$ cat src/dq_pkg.sv
// shared constants, codes and types of the double-ended queue
`timescale 1ns / 1ps
package dq_pkg;

  localparam int DEPTH   = 16;
  localparam int DATA_W  = 32;
  localparam int CNT_W   = $clog2(DEPTH + 1);
  localparam int REQ_W   = 3;
  localparam int STAT_W  = 2;
  localparam int OP_W    = 3;

  // request codes
  localparam logic [REQ_W-1:0] REQ_PUSH_FRONT = 3'd0;
  localparam logic [REQ_W-1:0] REQ_POP_FRONT  = 3'd1;
  localparam logic [REQ_W-1:0] REQ_PUSH_BACK  = 3'd2;
  localparam logic [REQ_W-1:0] REQ_POP_BACK   = 3'd3;
  localparam logic [REQ_W-1:0] REQ_TRAVERSE   = 3'd4;

  // status codes
  localparam logic [STAT_W-1:0] STAT_OK    = 2'd0;
  localparam logic [STAT_W-1:0] STAT_EMPTY = 2'd1;
  localparam logic [STAT_W-1:0] STAT_FULL  = 2'd2;

  // cell operations
  localparam logic [OP_W-1:0] OP_HOLD       = 3'd0;
  localparam logic [OP_W-1:0] OP_PUSH_FRONT = 3'd1;
  localparam logic [OP_W-1:0] OP_POP_FRONT  = 3'd2;
  localparam logic [OP_W-1:0] OP_PUSH_BACK  = 3'd3;
  localparam logic [OP_W-1:0] OP_POP_BACK   = 3'd4;
  localparam logic [OP_W-1:0] OP_ROTATE     = 3'd5;

  typedef struct packed {
    logic [OP_W-1:0]          op;
    logic signed [DATA_W-1:0] value;
  } cell_ctrl_t;

endpackage

$ cat src/dq_req_if.sv
// request channel of the double-ended queue
`timescale 1ns / 1ps
interface dq_req_if;
  logic                                 valid;
  logic                                 ready;
  logic [dq_pkg::REQ_W-1:0]             req_type;
  logic signed [dq_pkg::DATA_W-1:0]     item_value;

  modport source (output valid, output req_type, output item_value, input ready);
  modport sink   (input valid, input req_type, input item_value, output ready);
endinterface

$ cat src/dq_rsp_if.sv
// result channel of the double-ended queue
`timescale 1ns / 1ps
interface dq_rsp_if;
  logic                                 valid;
  logic                                 ready;
  logic signed [dq_pkg::DATA_W-1:0]     result_value;
  logic [dq_pkg::STAT_W-1:0]            status;
  logic                                 last_of_run;

  modport source (output valid, output result_value, output status, output last_of_run,
                  input ready);
  modport sink   (input valid, input result_value, input status, input last_of_run,
                  output ready);
endinterface

$ cat src/dq_cell.sv
// one storage cell of the queue chain, holding one item and its occupied flag
`timescale 1ns / 1ps
module dq_cell (
  input  logic                             clk,
  input  logic                             rst,
  input  dq_pkg::cell_ctrl_t               ctrl,
  input  logic signed [dq_pkg::DATA_W-1:0] left_data,
  input  logic                             left_occ,
  input  logic signed [dq_pkg::DATA_W-1:0] right_data,
  input  logic                             right_occ,
  input  logic signed [dq_pkg::DATA_W-1:0] head_data,
  output logic signed [dq_pkg::DATA_W-1:0] data,
  output logic                             occ
);

  always_ff @(posedge clk) begin
    if (rst) begin
      occ <= 1'b0;
    end else begin
      case (ctrl.op)
        dq_pkg::OP_PUSH_FRONT: occ <= left_occ;
        dq_pkg::OP_POP_FRONT:  occ <= right_occ;
        dq_pkg::OP_PUSH_BACK:  occ <= occ | left_occ;
        dq_pkg::OP_POP_BACK:   occ <= occ & right_occ;
        default:               occ <= occ;
      endcase
    end
  end

  always_ff @(posedge clk) begin
    case (ctrl.op)
      dq_pkg::OP_PUSH_FRONT: data <= left_data;
      dq_pkg::OP_POP_FRONT:  data <= right_data;
      dq_pkg::OP_PUSH_BACK: begin
        if (!occ && left_occ) begin
          data <= ctrl.value;
        end
      end
      dq_pkg::OP_ROTATE: begin
        // last occupied cell wraps the front item round
        if (occ) begin
          data <= right_occ ? right_data : head_data;
        end
      end
      default: data <= data;
    endcase
  end

endmodule

$ cat src/dq_chain.sv
// row of queue cells, front item in cell zero, items packed towards the front
`timescale 1ns / 1ps
module dq_chain (
  input  logic                             clk,
  input  logic                             rst,
  input  dq_pkg::cell_ctrl_t               ctrl,
  output logic signed [dq_pkg::DATA_W-1:0] head_data,
  output logic signed [dq_pkg::DATA_W-1:0] back_data,
  output logic                             empty,
  output logic                             full
);

  logic signed [dq_pkg::DATA_W-1:0] data [dq_pkg::DEPTH];
  logic [dq_pkg::DEPTH-1:0]         occ;
  logic signed [dq_pkg::DATA_W-1:0] left_data  [dq_pkg::DEPTH];
  logic signed [dq_pkg::DATA_W-1:0] right_data [dq_pkg::DEPTH];
  logic [dq_pkg::DEPTH-1:0]         left_occ;
  logic [dq_pkg::DEPTH-1:0]         right_occ;

  genvar g;
  generate
    for (g = 0; g < dq_pkg::DEPTH; g++) begin : g_cell
      if (g == 0) begin : g_first
        assign left_data[g] = ctrl.value;
        assign left_occ[g]  = 1'b1;
      end else begin : g_mid
        assign left_data[g] = data[g-1];
        assign left_occ[g]  = occ[g-1];
      end
      if (g == dq_pkg::DEPTH - 1) begin : g_last
        assign right_data[g] = data[0];
        assign right_occ[g]  = 1'b0;
      end else begin : g_inner
        assign right_data[g] = data[g+1];
        assign right_occ[g]  = occ[g+1];
      end

      dq_cell u_cell (
        .clk       (clk),
        .rst       (rst),
        .ctrl      (ctrl),
        .left_data (left_data[g]),
        .left_occ  (left_occ[g]),
        .right_data(right_data[g]),
        .right_occ (right_occ[g]),
        .head_data (head_data),
        .data      (data[g]),
        .occ       (occ[g])
      );
    end
  endgenerate

  assign head_data = data[0];
  assign empty     = !occ[0];
  assign full      = occ[dq_pkg::DEPTH-1];

  // the back item is the one occupied cell whose right neighbour is free
  always_comb begin
    back_data = '0;
    for (int i = 0; i < dq_pkg::DEPTH; i++) begin
      if (occ[i] && !right_occ[i]) begin
        back_data = back_data | data[i];
      end
    end
  end

endmodule

$ cat src/double_ended_queue_top.sv
// double-ended queue top level: request decode, traverse sequencing, result register
//
// Requests arrive on req (req_type, item_value) and results leave on rsp
// (result_value, status, last_of_run), both valid/ready channels.
// Items live in a row of 16 cells; the front item sits in cell zero.
// Push front, pop front, push back and pop back each give one result,
// registered and shown in the cycle after acceptance; a new request is
// taken every cycle while rsp keeps up and no traverse runs.
// Traverse first loads its item count, then rotates the occupied cells by one
// place per cycle while rsp keeps up, emitting the front item each time, and
// ends with the chain back in its order.
// While a traverse runs no request is accepted.
// Pops and traverses on an empty queue answer with status empty, pushes on
// a full queue with status full; reserved request types give no result.
// Reset empties the queue and drops any pending result.
// When rsp stalls, the result is held in its register and req.ready falls
// until the result is taken.
`timescale 1ns / 1ps
module double_ended_queue_top (
  input logic  clk,
  input logic  rst,
  dq_req_if.sink   req,
  dq_rsp_if.source rsp
);

  dq_pkg::cell_ctrl_t               ctrl;
  logic signed [dq_pkg::DATA_W-1:0] head_data;
  logic signed [dq_pkg::DATA_W-1:0] back_data;
  logic                             empty;
  logic                             full;

  logic                             busy, busy_next;
  logic [dq_pkg::CNT_W-1:0]         count, count_next;
  logic [dq_pkg::CNT_W-1:0]         remain, remain_next;
  logic                             out_valid, out_valid_next;
  logic signed [dq_pkg::DATA_W-1:0] out_value, out_value_next;
  logic [dq_pkg::STAT_W-1:0]        out_status, out_status_next;
  logic                             out_last, out_last_next;
  logic                             out_load;
  logic                             slot_free;
  logic                             accept;

  dq_chain u_chain (
    .clk      (clk),
    .rst      (rst),
    .ctrl     (ctrl),
    .head_data(head_data),
    .back_data(back_data),
    .empty    (empty),
    .full     (full)
  );

  assign slot_free = !out_valid || rsp.ready;
  assign req.ready = !busy && slot_free;
  assign accept    = req.valid && req.ready;

  always_comb begin
    ctrl.op         = dq_pkg::OP_HOLD;
    ctrl.value      = req.item_value;
    busy_next       = busy;
    count_next      = count;
    remain_next     = remain;
    out_load        = 1'b0;
    out_value_next  = '0;
    out_status_next = dq_pkg::STAT_OK;
    out_last_next   = 1'b1;
    if (accept) begin
      case (req.req_type)
        dq_pkg::REQ_PUSH_FRONT, dq_pkg::REQ_PUSH_BACK: begin
          out_load = 1'b1;
          if (full) begin
            out_status_next = dq_pkg::STAT_FULL;
          end else begin
            ctrl.op    = (req.req_type == dq_pkg::REQ_PUSH_FRONT) ?
                         dq_pkg::OP_PUSH_FRONT : dq_pkg::OP_PUSH_BACK;
            count_next = count + dq_pkg::CNT_W'(1);
          end
        end
        dq_pkg::REQ_POP_FRONT, dq_pkg::REQ_POP_BACK: begin
          out_load = 1'b1;
          if (empty) begin
            out_status_next = dq_pkg::STAT_EMPTY;
          end else if (req.req_type == dq_pkg::REQ_POP_FRONT) begin
            ctrl.op        = dq_pkg::OP_POP_FRONT;
            out_value_next = head_data;
            count_next     = count - dq_pkg::CNT_W'(1);
          end else begin
            ctrl.op        = dq_pkg::OP_POP_BACK;
            out_value_next = back_data;
            count_next     = count - dq_pkg::CNT_W'(1);
          end
        end
        dq_pkg::REQ_TRAVERSE: begin
          if (empty) begin
            out_load        = 1'b1;
            out_status_next = dq_pkg::STAT_EMPTY;
          end else begin
            busy_next   = 1'b1;
            remain_next = count;
          end
        end
        default: begin
        end
      endcase
    end else if (busy && slot_free) begin
      ctrl.op        = dq_pkg::OP_ROTATE;
      out_load       = 1'b1;
      out_value_next = head_data;
      out_last_next  = (remain == dq_pkg::CNT_W'(1));
      remain_next    = remain - dq_pkg::CNT_W'(1);
      busy_next      = (remain != dq_pkg::CNT_W'(1));
    end
  end

  always_comb begin
    if (out_load) begin
      out_valid_next = 1'b1;
    end else if (rsp.ready) begin
      out_valid_next = 1'b0;
    end else begin
      out_valid_next = out_valid;
    end
  end

  always_ff @(posedge clk) begin
    if (rst) begin
      busy      <= 1'b0;
      count     <= '0;
      remain    <= '0;
      out_valid <= 1'b0;
    end else begin
      busy      <= busy_next;
      count     <= count_next;
      remain    <= remain_next;
      out_valid <= out_valid_next;
    end
  end

  always_ff @(posedge clk) begin
    if (out_load) begin
      out_value  <= out_value_next;
      out_status <= out_status_next;
      out_last   <= out_last_next;
    end
  end

  assign rsp.valid        = out_valid;
  assign rsp.result_value = out_value;
  assign rsp.status       = out_status;
  assign rsp.last_of_run  = out_last;

  a_full_matches_count: assert property (@(posedge clk) disable iff (rst)
    full == (count == dq_pkg::CNT_W'(dq_pkg::DEPTH)))
    else $error("full flag of the chain disagrees with the item count");

  a_empty_matches_count: assert property (@(posedge clk) disable iff (rst)
    empty == (count == '0))
    else $error("empty flag of the chain disagrees with the item count");

  a_traverse_has_items: assert property (@(posedge clk) disable iff (rst)
    busy |-> (remain != '0 && remain <= count))
    else $error("traverse running with no items left to emit");

  a_no_accept_while_busy: assert property (@(posedge clk) disable iff (rst)
    busy |-> !req.ready)
    else $error("request taken during a traverse");

endmodule
$ cat src/flat_wrapper.sv
// flat-port wrapper written by rule: the top's interface ports become plain ports
module double_ended_queue_top_flat 
  (clk, rst, req_valid, req_req_type, req_item_value, req_ready, rsp_valid, rsp_result_value, rsp_status, rsp_last_of_run, rsp_ready);
  dq_req_if req_i ();
  dq_rsp_if rsp_i ();
  input logic clk;
  input logic rst;
  input wire logic [$bits(req_i.valid)-1:0] req_valid;
  input wire logic [$bits(req_i.req_type)-1:0] req_req_type;
  input wire logic [$bits(req_i.item_value)-1:0] req_item_value;
  output wire logic [$bits(req_i.ready)-1:0] req_ready;
  output wire logic [$bits(rsp_i.valid)-1:0] rsp_valid;
  output wire logic [$bits(rsp_i.result_value)-1:0] rsp_result_value;
  output wire logic [$bits(rsp_i.status)-1:0] rsp_status;
  output wire logic [$bits(rsp_i.last_of_run)-1:0] rsp_last_of_run;
  input wire logic [$bits(rsp_i.ready)-1:0] rsp_ready;
  assign req_i.valid = req_valid;
  assign req_i.req_type = req_req_type;
  assign req_i.item_value = req_item_value;
  assign req_ready = req_i.ready;
  assign rsp_valid = rsp_i.valid;
  assign rsp_result_value = rsp_i.result_value;
  assign rsp_status = rsp_i.status;
  assign rsp_last_of_run = rsp_i.last_of_run;
  assign rsp_i.ready = rsp_ready;
  double_ended_queue_top u_core (.clk(clk), .rst(rst), .req(req_i), .rsp(rsp_i));
endmodule
$ cat config.mk
export PLATFORM = sky130hd
export DESIGN_NAME = double_ended_queue_top_flat
export DESIGN_NICKNAME = d
export VERILOG_FILES = /design/src/dq_pkg.sv /design/src/dq_req_if.sv /design/src/dq_rsp_if.sv /design/src/dq_cell.sv /design/src/dq_chain.sv /design/src/double_ended_queue_top.sv /design/src/flat_wrapper.sv
export SDC_FILE = /design/constraint.sdc
export NUM_CORES = 1
export LEC_CHECK = 0
export ABC_CLOCK_PERIOD_IN_PS = 6650
export BUFFER_PORTS_ARGS = -buffer_cell sky130_fd_sc_hd__buf_4
export CORE_MARGIN = 5
export CORE_UTILIZATION = 40
export CTS_CLUSTER_DIAMETER = 30
export DETAILED_ROUTE_END_ITERATION = 7
export SYNTH_ARGS = -nofsm -noshare
export SYNTH_HDL_FRONTEND = slang
export SYNTH_SLANG_ARGS = --single-unit
$ cat constraint.sdc
create_clock -name clk -period 6.65 [get_ports clk]
set_input_delay 0.3325 -clock clk [delete_from_list [all_inputs] [get_ports clk]]
set_output_delay 0.3325 -clock clk [all_outputs]
set_load 0.01 [all_outputs]
# Word-level counts from Yosys, hierarchy flattened
# Index checks and enable logic that the tools add are counted.
# totals
word_cells,331
in_bits,39
latch_bits,0
register_bits,575
output_inout_bits,37
n_memories,0
mem_bits_rw,0
romBits,0
# classes
n_addsub,3
mux,127
eq_ne,47
n_shift,0
order_cmp,0
bitwise_logic,46
div_mod_pow,0
reduce_logical,69
multipliers,0
# op_table
operator,count
two-way mux 32 bit,68
case mux 32 bit (4 select lines),16
bitwise OR 32 bit,15
case mux 1 bit (4 select lines),14
AND reduction 3 bit,16
"inequality test 2 bit, second input constant",20
"inequality test 2 x 1 -> 1 bit, second input constant",16
two-way mux 5 bit,6
logical AND 1 bit,18
logical NOT 1 bit,17
AND 1 bit,15
two-way mux 3 bit,5
bitwise OR 1 bit,15
"== test 3 x 2 -> 1 bit, second input constant",4
two-way mux 1 bit,10
case mux 5 bit (2 select lines),1
OR reduction 2 bit,5
"subtractor 5 x 1 -> 5 bit, second input constant",2
"== test 3 bit, second input constant",3
AND reduction 4 bit,2
nonzero test 4 bit,2
"== test 3 x 1 -> 1 bit, second input constant",2
case mux 1 bit (3 select lines),2
case mux 3 bit (2 select lines),1
other kinds (13),17

# Logic depth before layout (Yosys ltp)
# depth
word_depth,37
mapped_depth,9
depth_no_buf,8

# Cells and area by module
# Synthesis repeated with hierarchy kept, for this count alone.
# hier_totals
hier_cells,4771
hier_area_um2,41417.2
# by_module_without_submodules
mod,seq_area_each_um2,area_each_um2,instances,cells_each
dq_cell,980.9,2222.1,16,264
dq_chain,0.0,3505.9,1,367
double_ended_queue_top,1291.2,2357.3,1,180

# Least setup slack after synthesis
# No wires, ideal clock.
# synth_timing
path_kind,register -> register
start,"register u_core.out_valid, in the netlist u_core.rsp.valid"
end,register u_core.u_chain.g_cell[0].u_cell.data[0] (netlist bit) (enable)
required_ps,6176
setup_time_ps,474
slack_ps,2448
synth_period_minus_slack_ps,4202
path_stages_with_launch,8
t_arrival_ps,3728
n_path_buf,4
path_cell_list,dfxtp_1 > nor2b_1 > buf_4 > nor2_1 > buf_2 > buf_2 > buf_2 > a221oi_1
# synth_via
elab_chain_cells,8
elab_cells_between_ends,16
classes_between,7 x eq/ne; 2 x mux; 7 x reduce/logical
# synth_lines
element,line,source
start: declaration,double_ended_queue_top.sv:35,"logic out_valid, out_valid_next;"
start signal: assignment,double_ended_queue_top.sv:135,out_valid <= out_valid_next;
logical NOT 1 bit (*),double_ended_queue_top.sv:53,assign slot_free = !out_valid || rsp.ready;
logical OR 1 bit (*),double_ended_queue_top.sv:53,
logical AND 1 bit (on tied branches),"double_ended_queue_top.sv:105, double_ended_queue_top.sv:54",
two-way mux 3 bit / logical AND 1 bit (equally long branches),"double_ended_queue_top.sv:105, double_ended_queue_top.sv:55",
two-way mux 3 bit (*),double_ended_queue_top.sv:67,if (accept) begin
== test 3 bit (tied with other cells),dq_cell.sv:31,case (ctrl.op)
inequality test 2 x 1 -> 1 bit (no source line) (tied with other cells),--,
AND reduction 4 bit (no source line) (*),--,
end signal: assignment,dq_cell.sv:32,dq_pkg::OP_PUSH_FRONT: data <= left_data;
end signal: assignment,dq_cell.sv:33,dq_pkg::OP_POP_FRONT: data <= right_data;
end signal: assignment,dq_cell.sv:36,data <= ctrl.value;
end: declaration,dq_cell.sv:12,"output logic signed [dq_pkg::DATA_W-1:0] data,"
# Mark *: on every way between the ends. The rest lies on a longest branch, timed or not.
# A chain may end at the register's enable or synchronous reset.

# Worst setup path in the final report
# layout_timing
start,register u_core.busy
end,"register u_core.u_chain.g_cell[4].u_cell.data[31] (netlist bit), data pin"
# layout_via
elab_chain_cells,6
elab_cells_between_ends,11
classes_between,4 x eq/ne; 3 x mux; 4 x reduce/logical
# layout_lines
element,line,source
start: declaration,double_ended_queue_top.sv:32,"logic busy, busy_next;"
start signal: assignment,double_ended_queue_top.sv:132,busy <= busy_next;
logical NOT 1 bit,double_ended_queue_top.sv:54,assign req.ready = !busy && slot_free;
logical AND 1 bit,double_ended_queue_top.sv:54,
logical AND 1 bit,double_ended_queue_top.sv:55,assign accept = req.valid && req.ready;
two-way mux 3 bit (*),double_ended_queue_top.sv:67,
== test 3 bit (tied with other cells),dq_cell.sv:31,
case mux 32 bit (4 select lines) (*),dq_cell.sv:31,
end signal: assignment,dq_cell.sv:32,
end signal: assignment,dq_cell.sv:33,
end signal: assignment,dq_cell.sv:36,
end: declaration,dq_cell.sv:12,
# Marked as above.

==> impl_results.md <==
* Sequential area share after synthesis at between 40% and 50%
* Reg clk slew, reported paths at about 0.040 ns
* R2R Path Start: u_core.busy$_SDFFE_PP0P_
* WP data required at 7.09 ns
* Unrepaired setup endpoints after global routing: false
* Slew Viols, Final at 0
* Placer Congestion at roughly 0.84
* Postcts setup bufs at 0
* Leakage at 14.3 nW
* Status: finished, final reports clean
* Vias in the first global route at between 30,000 and 40,000
* CP Launch Type: flop
* Synthesized flop and latch total at approximately 580
* CORE AREA at ~0.09 mm²
* R2R Path End: u_core.u_chain.g_cell[4].u_cell.data[31]$_DFFE_PP_
* Share of the synthesized area in the top cell type at roughly 45%
* Synth top cells by count: edfxtp_1 (547), a21oi_1 (483), nor2_1 (451), a2bb2oi_1 (417), mux2i_1 (388)
* Post-synth EDFFs at 547
* Root Buffer: clkbuf_16
* Antenna Nets Post-Route at 0
* Largest net degree at the start of global routing at about 120
* Iter 0 DRT Violations at between 5,000 and 6,000
* Router iterations before antenna repair at 8
* Starting Density at 40.1%
* Hold/Removal Path Class: input pin to flop
* Critical path data arrival time at 4.50 ns
* Mapped Cells at between 3,000 and 4,000
* Worst Path Max Fanout at between 40 and 50
* Fraction of layout instances using a drive strength above 1 at around 15%
* Post-layout nets at approximately 3,600
* Fillers at roughly 8,300
* Via density at between 6 and 7
* Vias at 32,966
* Max_slew headroom at a little over an eighth
* CTS Buf Count at 162
* Final setup TNS at 0 ns
* Max clock buf depth at 3
* Fin crit share at 61.1%
* IO Count at 76
* Die Area at around 0.1 mm²
* Place WS at 2.74 ns
* Crit Path Category: flop to flop
* H-tree depth at 4
* First-pass GRT wire length at 213 mm
* Top FF cell, synth: edfxtp_1
* Cell Rows at 111
* HP Start: req_req_type[0]
* Area contributors post-synth: edfxtp_1 (45%), mux2i_1 (11%), a2bb2oi_1 (10%), a21oi_1 (6.6%), nor2_1 (4.6%)
* Area after DPL at 0.0378 mm²
* Clock Latency Late Sink at 0.75 ns
* Clock Skew at around 0.030 ns
* PD cells at approximately 330 mW/mm²
* Max-Cap Viols at 0
* All-Layer GR Usage at approximately 28%
* Syn Nets at 3,621
* WL per Instance at approximately 30 µm
* Critical path endpoint category: flop
* Final Hold Fails at 0
* Synth-to-layout area growth at 18.5%
* Crit path time final at around 4 ns
* Detailed Route WL at ~150 mm
* Final setup fails at 0
* Critical Path End: u_core.u_chain.g_cell[4].u_cell.data[31]$_DFFE_PP_
* Most common cell in the synthesized netlist: edfxtp_1
* VDD IR max at ~0.23 mV
* Final setup margin at about 2.6 ns
* Die Wd at between 300 and 400 µm
* Port buffer count at 75
* Synth warn at 0
* Post-synth top area cell: edfxtp_1
* Gr ovfl total at 0
* Worst-margin pin slew at around 1.3 ns
* CP Launch Point: u_core.busy$_SDFFE_PP0P_
* Post-CTS sizing at 0
* Post-detail-place hpwl at approximately 80 mm
* Hold path cells at 2
* Post-route cell area at roughly 0.043 mm²
* DRC at 0
* # clock sinks at ~580
* Syn_area_per_cell at between 10 and 15 µm²
* Max Freq at ~0.25 GHz
* Total power at roughly 0.014 W
* Ant. Diodes at 0
* R2R Setup Slk at about 2.6 ns
* Reg2Reg Depth at 7
* CTS tree: done
* Synth async-reset ratio at 0%
* Die height at 312 µm
* Post-synth cell types at 70
* Initial antenna violation count at 3
* Mapped Area at between 0.03 and 0.04 mm²
registers in the layout, summed over array words and instances, names as in the netlist:
name                               count
u_core.u_chain.g_cell.u_cell.data    512
u_core.rsp.last_of_run                 1
u_core.u_chain.g_cell.u_cell.occ      16
u_core.count                           5
u_core.remain                          5
u_core.busy                            1
u_core.rsp.valid                       1
u_core.rsp.status                      2
u_core.rsp.result_value               32
power breakdown:
part	internal (W)	leakage [nW]	total [W]	switching (W)
clock	0.00495	2.57	0.00741	0.00245
sequential	0.00452	5.30	0.00495	0.000426
combinational	0.000701	6.40	0.00178	0.00107
total	0.0102	14.3	0.0141	0.00395
worst min-delay path by stage:
stage	slack, ns	endpoint
after floorplan	0.43	u_core.remain[1]$_SDFFE_PP0P_
after global placement	0.44	u_core.remain[1]$_SDFFE_PP0P_
after detailed placement	0.47	u_core.remain[1]$_SDFFE_PP0P_
after CTS	0.008	u_core.rsp.status[1]$_SDFFCE_PN0P_
after global routing	0.04	u_core.rsp.status[1]$_SDFFCE_PN0P_
final	0.05	u_core.rsp.status[1]$_SDFFCE_PN0P_
routing by layer:
layer / share of wire (%) / GRT usage (%) / vias up / wire length, µm
li1: - / - / 13922 / -
met1: 39 / 38.6 / 16234 / 57100
met2: 44 / 43.6 / 2338 / 64700
met3: 11 / 6.59 / 470 / 16700
met4: 5.0 / 13.0 / 2 / 7260
met5: 0.0089 / 0 / - / 13
per-stage QoR:
stage	utilization, %	cells	hold slack (ns)
global placement	41.4	4520	0.443
global route	47.5	4850	0.0400
finish	47.5	4850	0.0537
CTS	47.5	4850	0.00841
detailed placement	41.4	4520	0.467
floorplan	-	3576	0.432
timing repair:
action / 4_1_cts / 5_1_grt
setup endpoints to repair: 0 / 0
hold buffers: 33 / 0
hold endpoints to repair: 104 / 0
logic make-up after synthesis:
group                      Yosys count  share of synthesized area, %
DFF                                575                          46.4
muxes                              424                          11.7
xor gates and xnor gates             4                        0.0958
AOI/OAI and AO/OA                 1346                          26.3
adders and majority gates            6                         0.226
buffers and inverters              487                          6.05
and+or+nand+nor                    734                          9.18
worst max-delay path, stage by stage, from the launching register on:
cell       delay [ns]
dfxtp_1          0.67
inv_1            0.26
nor2_4           0.30
buf_4            0.67
a21oi_4          0.29
buf_4            0.38
a21oi_1          0.99
a2bb2oi_1        0.17
placed cells by master, fill, tap and decap left out, types with 6 or more instances in the layout:
cell,instances
a2bb2oi_1,417
and3_1,6
nand3_1,30
nor2_4,18
a21oi_2,21
a22o_1,9
inv_6,7
clkbuf_16,162
edfxtp_1,547
a221oi_1,16
o2bb2ai_1,6
dfxtp_4,13
dfxtp_1,15
and3b_1,51
nor2b_4,14
a21oi_1,481
inv_1,81
nand2_1,99
clkinv_2,43
a22oi_1,163
clkbuf_1,18
o22ai_1,16
clkinvlp_4,6
mux2i_1,388
nor3_1,10
bufinv_16,13
buf_4,160
a221o_1,7
nand2b_1,10
nor2_1,432
a2111oi_0,28
a222oi_1,72
o21ai_0,49
clkinv_1,34
a211oi_1,12
mux2_2,34
o211ai_1,9
nand4_1,30
dlygate4sd3_1,33
final cells by class:
cell class	instances	area [µm²]	share of cell area, %
inverter	82	308	0.710
clock inverter	115	1050	2.43
sequential	575	17000	39.3
timing repair buffer	196	1590	3.67
tap	1186	1480	3.42
clock buffer	182	4150	9.57
multi-input combinational	2514	17700	40.9
(Power assumes the default switching activity.)
